<file path="config.mk">
export PLATFORM = sky130hd
export DESIGN_NAME = button_press_classifier
export DESIGN_NICKNAME = d
export VERILOG_FILES = /design/src/hdl/bpc_pkg.sv /design/src/hdl/button_press_classifier.sv
export VERILOG_INCLUDE_DIRS = /design/src /design/src/hdl
export SDC_FILE = /design/constraint.sdc
export NUM_CORES = 1
export LEC_CHECK = 0
export BUFFER_PORTS_ARGS = -buffer_cell sky130_fd_sc_hd__buf_2
export CAP_MARGIN = 25
export CORE_MARGIN = 4
export CORE_UTILIZATION = 50
export CTS_CLUSTER_DIAMETER = 50
export DETAILED_ROUTE_END_ITERATION = 10
export PLACE_DENSITY = 0.69
export RECOVER_POWER = 50
export SYNTH_ARGS = -nofsm -noshare
export SYNTH_HDL_FRONTEND = slang
export SYNTH_SLANG_ARGS = --single-unit
</file>
<file path="constraint.sdc">
create_clock -name i_clk -period 6.53 [get_ports i_clk]
set_input_delay 0 -clock i_clk [delete_from_list [all_inputs] [get_ports i_clk]]
set_output_delay 0 -clock i_clk [all_outputs]
set_load 0.03 [all_outputs]
</file>
<file path="src/hdl/button_press_classifier_defines.svh">
// Assertion macros for the button press classifier.
// Included by modules that check their own logic; depends on nothing.
`ifndef BUTTON_PRESS_CLASSIFIER_DEFINES_SVH
`define BUTTON_PRESS_CLASSIFIER_DEFINES_SVH

// Same-cycle implication, disabled while reset is asserted
`define BPC_ASSERT_IMP(lbl, ante, cons, msg) \
    lbl: assert property (@(posedge i_clk) disable iff (!i_rst_n) (ante) |-> (cons)) \
        else $error(msg);

// Next-cycle implication, disabled while reset is asserted
`define BPC_ASSERT_NXT(lbl, ante, cons, msg) \
    lbl: assert property (@(posedge i_clk) disable iff (!i_rst_n) (ante) |=> (cons)) \
        else $error(msg);

`endif

</file>
<file path="src/hdl/bpc_pkg.sv">
// Shared types, codes and reset values of the button press classifier.
// Used by button_press_classifier; depends on nothing.
package bpc_pkg;

    // Default width of the tick clock and deadlines
    localparam int TIME_BITS_DEFAULT = 32;

    // Input commands
    typedef enum logic [1:0] {
        CMD_TICK  = 2'd0,
        CMD_GATE  = 2'd1,
        CMD_BLOCK = 2'd2,
        CMD_NOP   = 2'd3
    } t_cmd;

    // Reported events
    typedef enum logic [1:0] {
        EV_NONE   = 2'd0,
        EV_SHORT  = 2'd1,
        EV_LONG   = 2'd2,
        EV_REPEAT = 2'd3
    } t_event;

    // Press modes
    typedef enum logic [1:0] {
        MODE_PLAIN  = 2'd0,
        MODE_LONG   = 2'd1,
        MODE_REPEAT = 2'd2,
        MODE_SPARE  = 2'd3
    } t_mode;

    // Configuration register indexes
    typedef enum logic [2:0] {
        REG_IDLE_LEVEL    = 3'd0,
        REG_PRESS_MODE    = 3'd1,
        REG_REPEAT_DELAY  = 3'd2,
        REG_REPEAT_PERIOD = 3'd3,
        REG_LONG_DELAY    = 3'd4,
        REG_LOCKOUT_TIME  = 3'd5,
        REG_PRIMARY       = 3'd6,
        REG_SECONDARY     = 3'd7
    } t_reg_idx;

    // Configuration reset values
    localparam logic        RST_IDLE_LEVEL    = 1'b1;
    localparam logic [15:0] RST_REPEAT_DELAY  = 16'd500;
    localparam logic [15:0] RST_REPEAT_PERIOD = 16'd100;
    localparam logic [15:0] RST_LONG_DELAY    = 16'd1000;
    localparam logic [15:0] RST_LOCKOUT_TIME  = 16'd200;

endpackage

</file>
<file path="src/hdl/button_press_classifier.sv">
// Top level of the button press classifier: tick clock, edge detection,
// deadlines and result register. Depends on bpc_pkg and
// button_press_classifier_defines.svh.

// One button, sampled by tick items on the input stream. The state update
// and event decision are a single combinational pass of increment,
// TIME_BITS-wide compares and saturating adds between the state registers
// and the one-entry result register, so an item is accepted in every
// cycle in which the result register is empty or being drained.
// Tick items (tuser 0) advance the tick clock and may report one short
// press, long press or repeat on the output stream; gate (tuser 1) and
// block (tuser 2) items only change long press state and report nothing.
// Configuration writes are taken in any cycle (o_cfg_ready is always high)
// and must only be issued while the block is idle.
`include "button_press_classifier_defines.svh"

module button_press_classifier #(
    parameter int TIME_BITS = bpc_pkg::TIME_BITS_DEFAULT
) (
    input  logic        i_clk,
    input  logic        i_rst_n,
    // input stream
    input  logic        i_s_axis_tvalid,
    output logic        o_s_axis_tready,
    input  logic [23:0] i_s_axis_tdata,  // [0] level, [16:1] timeout_ticks, [23:17] zero
    input  logic [1:0]  i_s_axis_tuser,  // [1:0] command
    // output stream
    output logic        o_m_axis_tvalid,
    input  logic        i_m_axis_tready,
    output logic [7:0]  o_m_axis_tdata,  // [7:0] action
    output logic [1:0]  o_m_axis_tuser,  // [1:0] event_res
    // configuration write channel
    input  logic        i_cfg_valid,
    output logic        o_cfg_ready,
    input  logic [2:0]  i_cfg_index,
    input  logic [15:0] i_cfg_data
);

    typedef logic [TIME_BITS-1:0] t_time;
    typedef logic [TIME_BITS:0]   t_time_ext;

    // Saturating add of a 16-bit delay to a time
    function automatic t_time add_sat(input t_time a, input logic [15:0] d);
        t_time_ext sum;
        sum = t_time_ext'(a) + t_time_ext'(d);
        return sum[TIME_BITS] ? {TIME_BITS{1'b1}} : sum[TIME_BITS-1:0];
    endfunction

    // Configuration registers
    logic          r_idle_level;
    bpc_pkg::t_mode r_press_mode;
    logic [15:0]   r_repeat_delay;
    logic [15:0]   r_repeat_period;
    logic [15:0]   r_long_delay;
    logic [15:0]   r_lockout_time;
    logic [7:0]    r_primary;
    logic [7:0]    r_secondary;

    // Classifier state
    t_time r_now, n_now;
    logic  r_last_level, n_last_level;
    logic  r_held, n_held;
    t_time r_repeat_due, n_repeat_due;
    t_time r_long_due, n_long_due;
    t_time r_unlock_at, n_unlock_at;
    logic  r_long_taken, n_long_taken;
    t_time r_gate_until, n_gate_until;

    // Result register
    logic              r_out_valid;
    bpc_pkg::t_event   r_out_event;
    logic [7:0]        r_out_action;
    bpc_pkg::t_event   n_event;
    logic [7:0]        n_action;

    logic          s_accept;
    bpc_pkg::t_cmd in_cmd;
    logic          in_level;
    logic [15:0]   in_timeout;
    t_time         now_inc;
    logic [15:0]   period_m1;
    logic          is_release;
    logic          is_press;
    logic          block_ready;

    assign in_cmd     = bpc_pkg::t_cmd'(i_s_axis_tuser);
    assign in_level   = i_s_axis_tdata[0];
    assign in_timeout = i_s_axis_tdata[16:1];

    assign o_s_axis_tready = !r_out_valid || i_m_axis_tready;
    assign s_accept        = i_s_axis_tvalid && o_s_axis_tready;
    assign o_cfg_ready     = 1'b1;

    // Apply configuration writes
    always_ff @(posedge i_clk) begin
        if (!i_rst_n) begin
            r_idle_level    <= bpc_pkg::RST_IDLE_LEVEL;
            r_press_mode    <= bpc_pkg::MODE_PLAIN;
            r_repeat_delay  <= bpc_pkg::RST_REPEAT_DELAY;
            r_repeat_period <= bpc_pkg::RST_REPEAT_PERIOD;
            r_long_delay    <= bpc_pkg::RST_LONG_DELAY;
            r_lockout_time  <= bpc_pkg::RST_LOCKOUT_TIME;
            r_primary       <= '0;
            r_secondary     <= '0;
        end else if (i_cfg_valid) begin
            unique case (bpc_pkg::t_reg_idx'(i_cfg_index))
                bpc_pkg::REG_IDLE_LEVEL:    r_idle_level    <= i_cfg_data[0];
                bpc_pkg::REG_PRESS_MODE:    r_press_mode    <= bpc_pkg::t_mode'(i_cfg_data[1:0]);
                bpc_pkg::REG_REPEAT_DELAY:  r_repeat_delay  <= i_cfg_data;
                bpc_pkg::REG_REPEAT_PERIOD: r_repeat_period <= i_cfg_data;
                bpc_pkg::REG_LONG_DELAY:    r_long_delay    <= i_cfg_data;
                bpc_pkg::REG_LOCKOUT_TIME:  r_lockout_time  <= i_cfg_data;
                bpc_pkg::REG_PRIMARY:       r_primary       <= i_cfg_data[7:0];
                bpc_pkg::REG_SECONDARY:     r_secondary     <= i_cfg_data[7:0];
                default: ;
            endcase
        end
    end

    // Shared terms of the decision
    assign now_inc     = r_now + t_time'(1);
    assign period_m1   = (r_repeat_period == 16'd0) ? 16'd0 : r_repeat_period - 16'd1;
    assign is_release  = (r_last_level != r_idle_level) && (in_level == r_idle_level);
    assign is_press    = (r_last_level == r_idle_level) && (in_level != r_idle_level);
    assign block_ready = (r_press_mode == bpc_pkg::MODE_LONG) && r_held &&
                         (r_now > r_long_due) && !r_long_taken && (r_now > r_unlock_at);

    // Compute next state and the event for the offered item
    always_comb begin
        n_now        = r_now;
        n_last_level = r_last_level;
        n_held       = r_held;
        n_repeat_due = r_repeat_due;
        n_long_due   = r_long_due;
        n_unlock_at  = r_unlock_at;
        n_long_taken = r_long_taken;
        n_gate_until = r_gate_until;
        n_event      = bpc_pkg::EV_NONE;
        n_action     = '0;
        unique case (in_cmd)
            bpc_pkg::CMD_GATE: begin
                n_gate_until = add_sat(r_now, in_timeout);
            end
            bpc_pkg::CMD_BLOCK: begin
                if (block_ready) begin
                    n_long_taken = 1'b1;
                    n_unlock_at  = add_sat(r_now, r_lockout_time);
                end
            end
            bpc_pkg::CMD_TICK: begin
                n_now        = now_inc;
                n_last_level = in_level;
                // release edge: short press unless a long press owned this hold or the lockout is running
                if (is_release) begin
                    n_held = 1'b0;
                    if (r_long_taken) begin
                        n_long_taken = 1'b0;
                    end else if (now_inc > r_unlock_at) begin
                        n_event  = bpc_pkg::EV_SHORT;
                        n_action = r_primary;
                    end
                end
                // press edge: arm deadlines
                if (is_press) begin
                    n_held       = 1'b1;
                    n_repeat_due = add_sat(now_inc, r_repeat_delay);
                    n_long_due   = add_sat(now_inc, r_long_delay);
                end
                // long press once per hold, gated by the gate item's timeout and the lockout
                if (n_event == bpc_pkg::EV_NONE && r_press_mode == bpc_pkg::MODE_LONG &&
                    n_held && now_inc > n_long_due && !n_long_taken &&
                    now_inc > r_unlock_at && now_inc > r_gate_until) begin
                    n_gate_until = '0;
                    n_long_taken = 1'b1;
                    n_event      = bpc_pkg::EV_LONG;
                    n_action     = r_secondary;
                end
                // auto repeat
                if (n_event == bpc_pkg::EV_NONE && r_press_mode == bpc_pkg::MODE_REPEAT &&
                    n_held && now_inc > n_repeat_due) begin
                    n_repeat_due = add_sat(now_inc, period_m1);
                    n_event      = bpc_pkg::EV_REPEAT;
                    n_action     = r_primary;
                end
                // every reported event starts the lockout
                if (n_event != bpc_pkg::EV_NONE) begin
                    n_unlock_at = add_sat(now_inc, r_lockout_time);
                end
            end
            default: ;
        endcase
    end

    // Advance state on each accepted transaction
    always_ff @(posedge i_clk) begin
        if (!i_rst_n) begin
            r_now        <= '0;
            r_last_level <= 1'b1;
            r_held       <= 1'b0;
            r_repeat_due <= '0;
            r_long_due   <= '0;
            r_unlock_at  <= '0;
            r_long_taken <= 1'b0;
            r_gate_until <= '0;
        end else if (s_accept) begin
            r_now        <= n_now;
            r_last_level <= n_last_level;
            r_held       <= n_held;
            r_repeat_due <= n_repeat_due;
            r_long_due   <= n_long_due;
            r_unlock_at  <= n_unlock_at;
            r_long_taken <= n_long_taken;
            r_gate_until <= n_gate_until;
        end
    end

    // Hold the result until the downstream transaction completes
    always_ff @(posedge i_clk) begin
        if (!i_rst_n) begin
            r_out_valid <= 1'b0;
        end else if (s_accept && n_event != bpc_pkg::EV_NONE) begin
            r_out_valid <= 1'b1;
        end else if (i_m_axis_tready) begin
            r_out_valid <= 1'b0;
        end
    end

    always_ff @(posedge i_clk) begin
        if (s_accept && n_event != bpc_pkg::EV_NONE) begin
            r_out_event  <= n_event;
            r_out_action <= n_action;
        end
    end

    assign o_m_axis_tvalid = r_out_valid;
    assign o_m_axis_tdata  = r_out_action;
    assign o_m_axis_tuser  = r_out_event;

    // Checks on the classifier's own logic
    `BPC_ASSERT_IMP(a_out_has_event, r_out_valid, r_out_event != bpc_pkg::EV_NONE,
        "result register holds no event")
    `BPC_ASSERT_IMP(a_taken_needs_hold, r_long_taken, r_held,
        "long press taken while button is up")
    `BPC_ASSERT_NXT(a_non_tick_keeps_clock, s_accept && in_cmd != bpc_pkg::CMD_TICK,
        $stable(r_now), "tick clock moved on a non-tick command")
    `BPC_ASSERT_NXT(a_tick_advances_clock, s_accept && in_cmd == bpc_pkg::CMD_TICK,
        r_now == t_time'($past(r_now) + t_time'(1)), "tick clock did not advance by one")

endmodule
</file>
==> flow_summary_export.csv, run 1 <==
group,metric,value,unit
status,status,"finished clean",
timing,rsz0062_at_grt,"yes",
synth,yosysWarnings,0,
synth,syn_area_per_cell,7.76,µm²
synth,ys_seq_area_frac,0.239,
critical_path,path_depth,32,
synth,synthFlopType,"dfxtp_1",
placed_design,gp_congestion,1.02,
route,via_per_inst,6.25,
placed_design,dp_hpwl,62.1,mm
synth,synth_xor_area_frac,0.0747,
timing,drv_slew,0,
floorplan,dieArea,47200,µm²
critical_path,worstPathRequired,7.03,ns
critical_path,start_kind,"flop",
timing,relSlewSlack,0.301,
global_route,grt_usage,0.330,
synth,synth_fa_ha_area_frac,0.171,
min_path,hold-path-cell-count,6,
finish,postLayoutCellArea,26300,µm²
route,ant_nets,0,
synth,synthesis.area,21900,µm²
floorplan,ioPinCount,63,
timing,finClkSkew,0.0246,ns
finish,antenna_cells,0,
global_route,grt_max_degree,86,
synth,ys_seq_elements,257,
route,post-route-drc-count,0,
synth,synth_simple_gate_area_frac,0.212,
pwr,power.total,4390,µW
clock_tree,cts_tree,"built",
clock_tree,htreeDepth,2,
floorplan,core,43200,µm²
global_route,grt_pass1_vias,21935,
finish,drive_gt1_frac,0.149,
clock_tree,cts-root-buf,"clkbuf_16",
synth,synth_common_cells,"nand2_1, ha_1, dfxtp_1, a21oi_1, nor2_1",
synth,synth_most_common_cell,"nand2_1",
critical_path,cp_max_fo,8,
synth,syn-num-nets,3170,
route,totalWireLength,80.9,mm
placed_design,port_buffers,54,
critical_path,cp-end-kind,"flop",
timing,fin_crit_sh,0.969,
route,drt-initial-drc-count,2016,
synth,synth_compound_area_frac,0.246,
pwr,power_leakage,0.0110,µW
finish,nets,3399,
global_route,overflow,0,
placed_design,placed_area,24100,µm²
floorplan,start_util,0.508,
synth,syn_inst,2824,
synth,synth.mux.area_fraction,0.00639,
synth,synth_cell_type_count,93,
clock_tree,cts_buffer_depth,3,
clock_tree,clkTransAtPathRegs,0.06,ns
timing,fin_ws,0.205,ns
critical_path,worst-path-buf-inv,7,
critical_path,crit_top_cell,"buf_4",
finish,syn_to_final_growth,19.8,%
pwr,cellPowerDensity,167,nW/µm²
timing,setup_violations,0,
route,num_vias,22924,
timing,tightest_slew,1.04,ns
synth,synth_edf_count,10,
critical_path,crit_slowest_cell,"a2111o_1",
min_path,hold_class,"primary input to flop",
critical_path,ff2ff_path_depth,32,
critical_path,path_delay_family,"simple AND/OR/NAND/NOR gates",
finish,utilization,0.608,
synth,synth_area_leader_cell,"dfxtp_1",
synth,synthArstFlopShare,0,
timing,min_period,6.33,ns
clock_tree,clkSinkCount,257,
job,max_cap_viol_count,0,
synth,synth_top_family_by_area,"compound AO/OA/AOI/OAI gates",
clock_tree,clk_latency,0.57,ns
critical_path,worstPathArrival,6.83,ns
timing,fmax,158,MHz
synth,synthTopCellsByArea,"dfxtp_1, ha_1, nand2_1",
timing,hold_violations,0,
global_route,grt_pass1_wl,123,mm
synth,synth_top_area_share,0.226,
floorplan,chipHeight,217,µm
pwr,vdd_drop_max,166,µV
route,dr.pass1.iters,6,
clock_tree,cts-buffers-inserted,40,
critical_path,crit_type,"flop to flop",
route,post_drt_wl_per_cell,22.0,µm
floorplan,rows,76,
floorplan,dieWidth,217,µm
critical_path,cp_slowest_stage_delay,0.45,ns
global_route,antenna_found_initial,2,
placed_design,pre_cts_ws,-0.120,ns
cells in the final DEF (no fill, tap or decap), types with 42 or more instances in the layout:
master and instances:
nand2_1 372, ha_1 285, dfxtp_1 242, a21oi_1 232, nor2_1 218, buf_4 215
o21ai_0 149, inv_1 143, xnor2_1 108, nand3_1 103, xor2_1 67, nand4_1 55
a211oi_1 48, a21o_1 42
final timing paths:
path | slack (ns) | startpoint | to
worst max-delay path | 0.20 | r_now[0] | r_unlock_at[30]
worst min-delay path | 0.03 | i_s_axis_tuser[0] | r_long_taken
worst max register to register | 0.20 | r_now[0] | r_unlock_at[30]
worst min register to register | 0.46 | r_gate_until[27] | r_gate_until[27]
sequential cells by signal, indices dropped and copies added (netlist names), 2 cells and up:
signal and flops:
o_m_axis_tuser 2, r_lockout_time 16, r_repeat_delay 16, r_repeat_due 32
r_long_delay 16, r_long_due 32, r_press_mode 2, o_m_axis_tdata 8
r_primary 8, r_now 32, r_secondary 8, r_gate_until 32
r_repeat_period 16, r_unlock_at 32
metrics by stage:
stage / cells / TNS, ns / hold WS [ns]
floorplan: 2824 / 0 / 0.124
global placement: 3550 / 0 / 0.298
detailed placement: 3553 / -3.82 / 0.309
CTS: 3652 / 0 / 0.000679
global route: 3669 / -2.49 / 0.0522
finish: 3669 / 0 / 0.0295
area by class of cell:
class	count	area [µm²]
clock buffers	53	1110
clock inverters	20	224
fillers	3969	16900
inverters	146	551
multi-input cells	2297	16000
flip-flops and latches	257	5260
well taps	585	732
repair buffers	311	2380
power breakdown:
group / internal [µW] / total, µW / switching [µW] / leakage, µW
logic: 213 / 562 / 349 / 0.00830
registers: 1610 / 1640 / 28.8 / 0.00208
clock network: 1330 / 2190 / 859 / 0.000657
layer usage:
layer	vias up	wire, µm	global-route usage	part of all wire
met5	-	19	0	0.00023
met4	2	4730	0.179	0.058
met3	269	5940	0.0441	0.073
met2	1033	36600	0.533	0.45
met1	10845	33600	0.430	0.42
li1	10775	-	-	-
kinds of logic (layout without fill, tap and decap cells):
group / Yosys count / count (layout)
simple gates: 989 / 989
compound gates: 810 / 811
fa+ha+maj: 296 / 296
buf+inv: 271 / 530
flops: 257 / 257
xor+xnor: 186 / 186
mux: 14 / 14
other cells: 1 / 1
worst reg2reg max path, delay by kind of cell (launching register included):
| family | cells | cell delay [ns] |
|---|---|---|
| AOI/OAI and AO/OA | 7 | 1.49 |
| and+or+nand+nor | 13 | 1.96 |
| xor gates and xnor gates | 2 | 0.44 |
| buffers and inverters | 7 | 1.24 |
| DFF | 1 | 0.37 |
| adders and majority gates | 3 | 0.78 |
what timing repair did:
action                                 in CTS  in global routing
hold buffers                               26                  0
pin swaps                                   0                 21
setup endpoints to repair                  81                118
setup buffers                               0                 13
gates resized for setup                    10                 85
endpoints found under the hold margin     107                  0
gates cloned                                0                  2
Note: power is estimated with default switching activity, not from simulation.
==> inputs of run 2 (changes only) <==
--- a/config.mk
+++ b/config.mk
@@ -12,7 +12,7 @@
 export CORE_UTILIZATION = 50
 export CTS_CLUSTER_DIAMETER = 50
 export DETAILED_ROUTE_END_ITERATION = 10
-export PLACE_DENSITY = 0.69
+export PLACE_DENSITY = 0.66
 export RECOVER_POWER = 50
 export SYNTH_ARGS = -nofsm -noshare
 export SYNTH_HDL_FRONTEND = slang
==> constraint.sdc (replaced) <==
create_clock -name i_clk -period 7.45 [get_ports i_clk]
set_input_delay 0 -clock i_clk [delete_from_list [all_inputs] [get_ports i_clk]]
set_output_delay 0 -clock i_clk [all_outputs]
set_load 0.03 [all_outputs]
==> flow_summary_export.csv, run 2 (synthesis results as in run 1) <==
group,metric,value,unit
status,status,"finished with violations",
status,violations,"max-capacitance violations, max-slew violations",
global_route,overflow,0,
global_route,antenna_found_initial,0,
critical_path,cp_max_fo,29,
critical_path,start_kind,"flop",
critical_path,worstPathRequired,7.92,ns
job,max_cap_viol_count,2,
global_route,met1_usage,0.446,
timing,setup_violations,0,
route,via_per_inst,6.26,
finish,layout_commonest_cell,"nand2_1",
global_route,grt_usage,0.333,
placed_design,dpl.cell_count,3451,
finish,multiInputGateArea,15700,µm²
timing,min_period,7.14,ns
finish,fillCellCount,4081,
timing,tightest_slew,2.68,ns
critical_path,cp-end-kind,"flop",
floorplan,start_util,0.508,
critical_path,worstPathArrival,7.61,ns
floorplan,core,43200,µm²
clock_tree,clkSinkCount,257,
pwr,vdd_drop_max,198,µV
finish,antenna_cells,0,
route,num_vias,22295,
critical_path,reg2reg_slack,0.31,ns
global_route,use_met2,0.538,
placed_design,gp_congestion,0.992,
route,dr.pass1.iters,5,
global_route,grt_util_met3,0.0377,
global_route,grt_pass1_wl,124,mm
timing,fin_crit_sh,0.959,
clock_tree,cts_buffer_depth,3,
global_route,grt_max_degree,72,
clock_tree,cts-buffers-inserted,42,
timing,finClkSkew,0.0252,ns
timing,fmax,140,MHz
floorplan,dieArea,47200,µm²
clock_tree,cts_setup_buffers,0,
finish,syn_to_final_growth,14.3,%
clock_tree,cts_tree,"built",
timing,relSlewSlack,-0.785,
route,drt-initial-drc-count,1909,
clock_tree,htreeDepth,2,
finish,nets,3287,
finish,final_cells,3559,
floorplan,dieWidth,217,µm
route,totalWireLength,80.4,mm
timing,finalSetupTns,0,ns
finish,seq_area,5250,µm²
route,post_drt_wl_per_cell,22.6,µm
timing,hold_violations,0,
critical_path,crit_type,"flop to flop",
clock_tree,clk_latency,0.59,ns
clock_tree,clkTransAtPathRegs,0.05,ns
route,post-route-drc-count,0,
timing,rsz0062_at_grt,"no",
route,ant_nets,0,
placed_design,dp_hpwl,61.1,mm
finish,utilization,0.580,
pwr,power.total,3910,µW
floorplan,ioPinCount,63,
finish,drive_gt1_frac,0.0975,
finish,final_cell_mix,"nand2_1, ha_1, dfxtp_1",
placed_design,port_buffers,54,
timing,drv_slew,102,
global_route,top_usage_layer,"met2",
clock_tree,cts-root-buf,"clkbuf_16",
global_route,grt_pass1_vias,21354,
min_path,hold_class,"primary input to flop",
floorplan,rows,76,
floorplan,chipHeight,217,µm
pwr,cellPowerDensity,156,nW/µm²
pwr,power_leakage,0.0104,µW
[run 2: cell types whose count changed in the layout (fill, tap and decap cells not counted), sizes merged]
cell         previous run  this run
buf                   271       154
clkbuf                 67        69
clkinv                  9        10
clkinvlp                1         5
dlygate4sd3            26        29
inv                   153       151
o211ai                 20        19
[run 2: layer usage]
metal,vias up,share of wire
met4,0,0.053
met1,10605,0.43
met3,214,0.068
met5,-,0
met2,932,0.45
li1,10544,-
[run 2: worst max-delay path, cell delays in order (launching register included)]
cell      delay, ns
dfxtp_1        0.51
ha_1           0.29
nand3_2        0.20
nor2_2         0.21
xor2_2         0.37
ha_1           0.27
o21a_1         0.14
o21ai_0        0.17
nor3_1         0.72
a2111o_1       0.32
and3_1         0.19
o21ai_0        0.08
buf_4          0.17
nor4_1         0.23
xnor2_1        0.23
o22ai_1        0.12
ha_1           0.37
nand4_1        0.20
or4_1          0.64
o32ai_1        0.16
nor3_1         0.11
nor4b_2        0.32
o21ai_0        0.17
buf_4          0.19
and3_1         0.19
buf_12         0.17
a22o_1         0.25
[run 2: final timing paths]
kind                      end         startpoint  depth (start not counted)
min           r_gate_until[2]  i_s_axis_tdata[3]                          5
max reg2reg    r_unlock_at[2]           r_now[0]                         26
min reg2reg  r_gate_until[25]   r_gate_until[25]                          2
max            r_unlock_at[2]           r_now[0]                         26
[run 2: what timing repair did]
item / in CTS / in global routing
endpoints found under the setup margin: 0 / 93
endpoints found under the hold margin: 89 / 0
gates resized for setup: 0 / 13
hold buffers: 29 / 0
[run 2: final cells by class]
type	instances	share of cell area
Tap cell	585	0.0292
Inverter	146	0.0219
Multi-Input combinational cell	2296	0.625
Clock inverter	23	0.0104
Sequential cell	257	0.209
Clock buffer	54	0.0462
Timing Repair Buffer	198	0.0579
[run 2: stage by stage]
step / setup slack (ns) / instance area, µm² / hold WS (ns)
after floorplan: 0.987 / 21900 / 0.124
after CTS: 0.109 / 25000 / 0.0115
final: 0.309 / 25100 / 0.0181
after global routing: 0.0153 / 25100 / 0.0581
after global placement: 0.348 / 23300 / 0.297
after detailed placement: 0.135 / 23300 / 0.317
[run 2: where the power goes]
part	switching, µW	total, µW	internal [µW]
logic	294	458	164
clock network	792	2010	1220
registers	24.2	1440	1410
total	1110	3910	2800
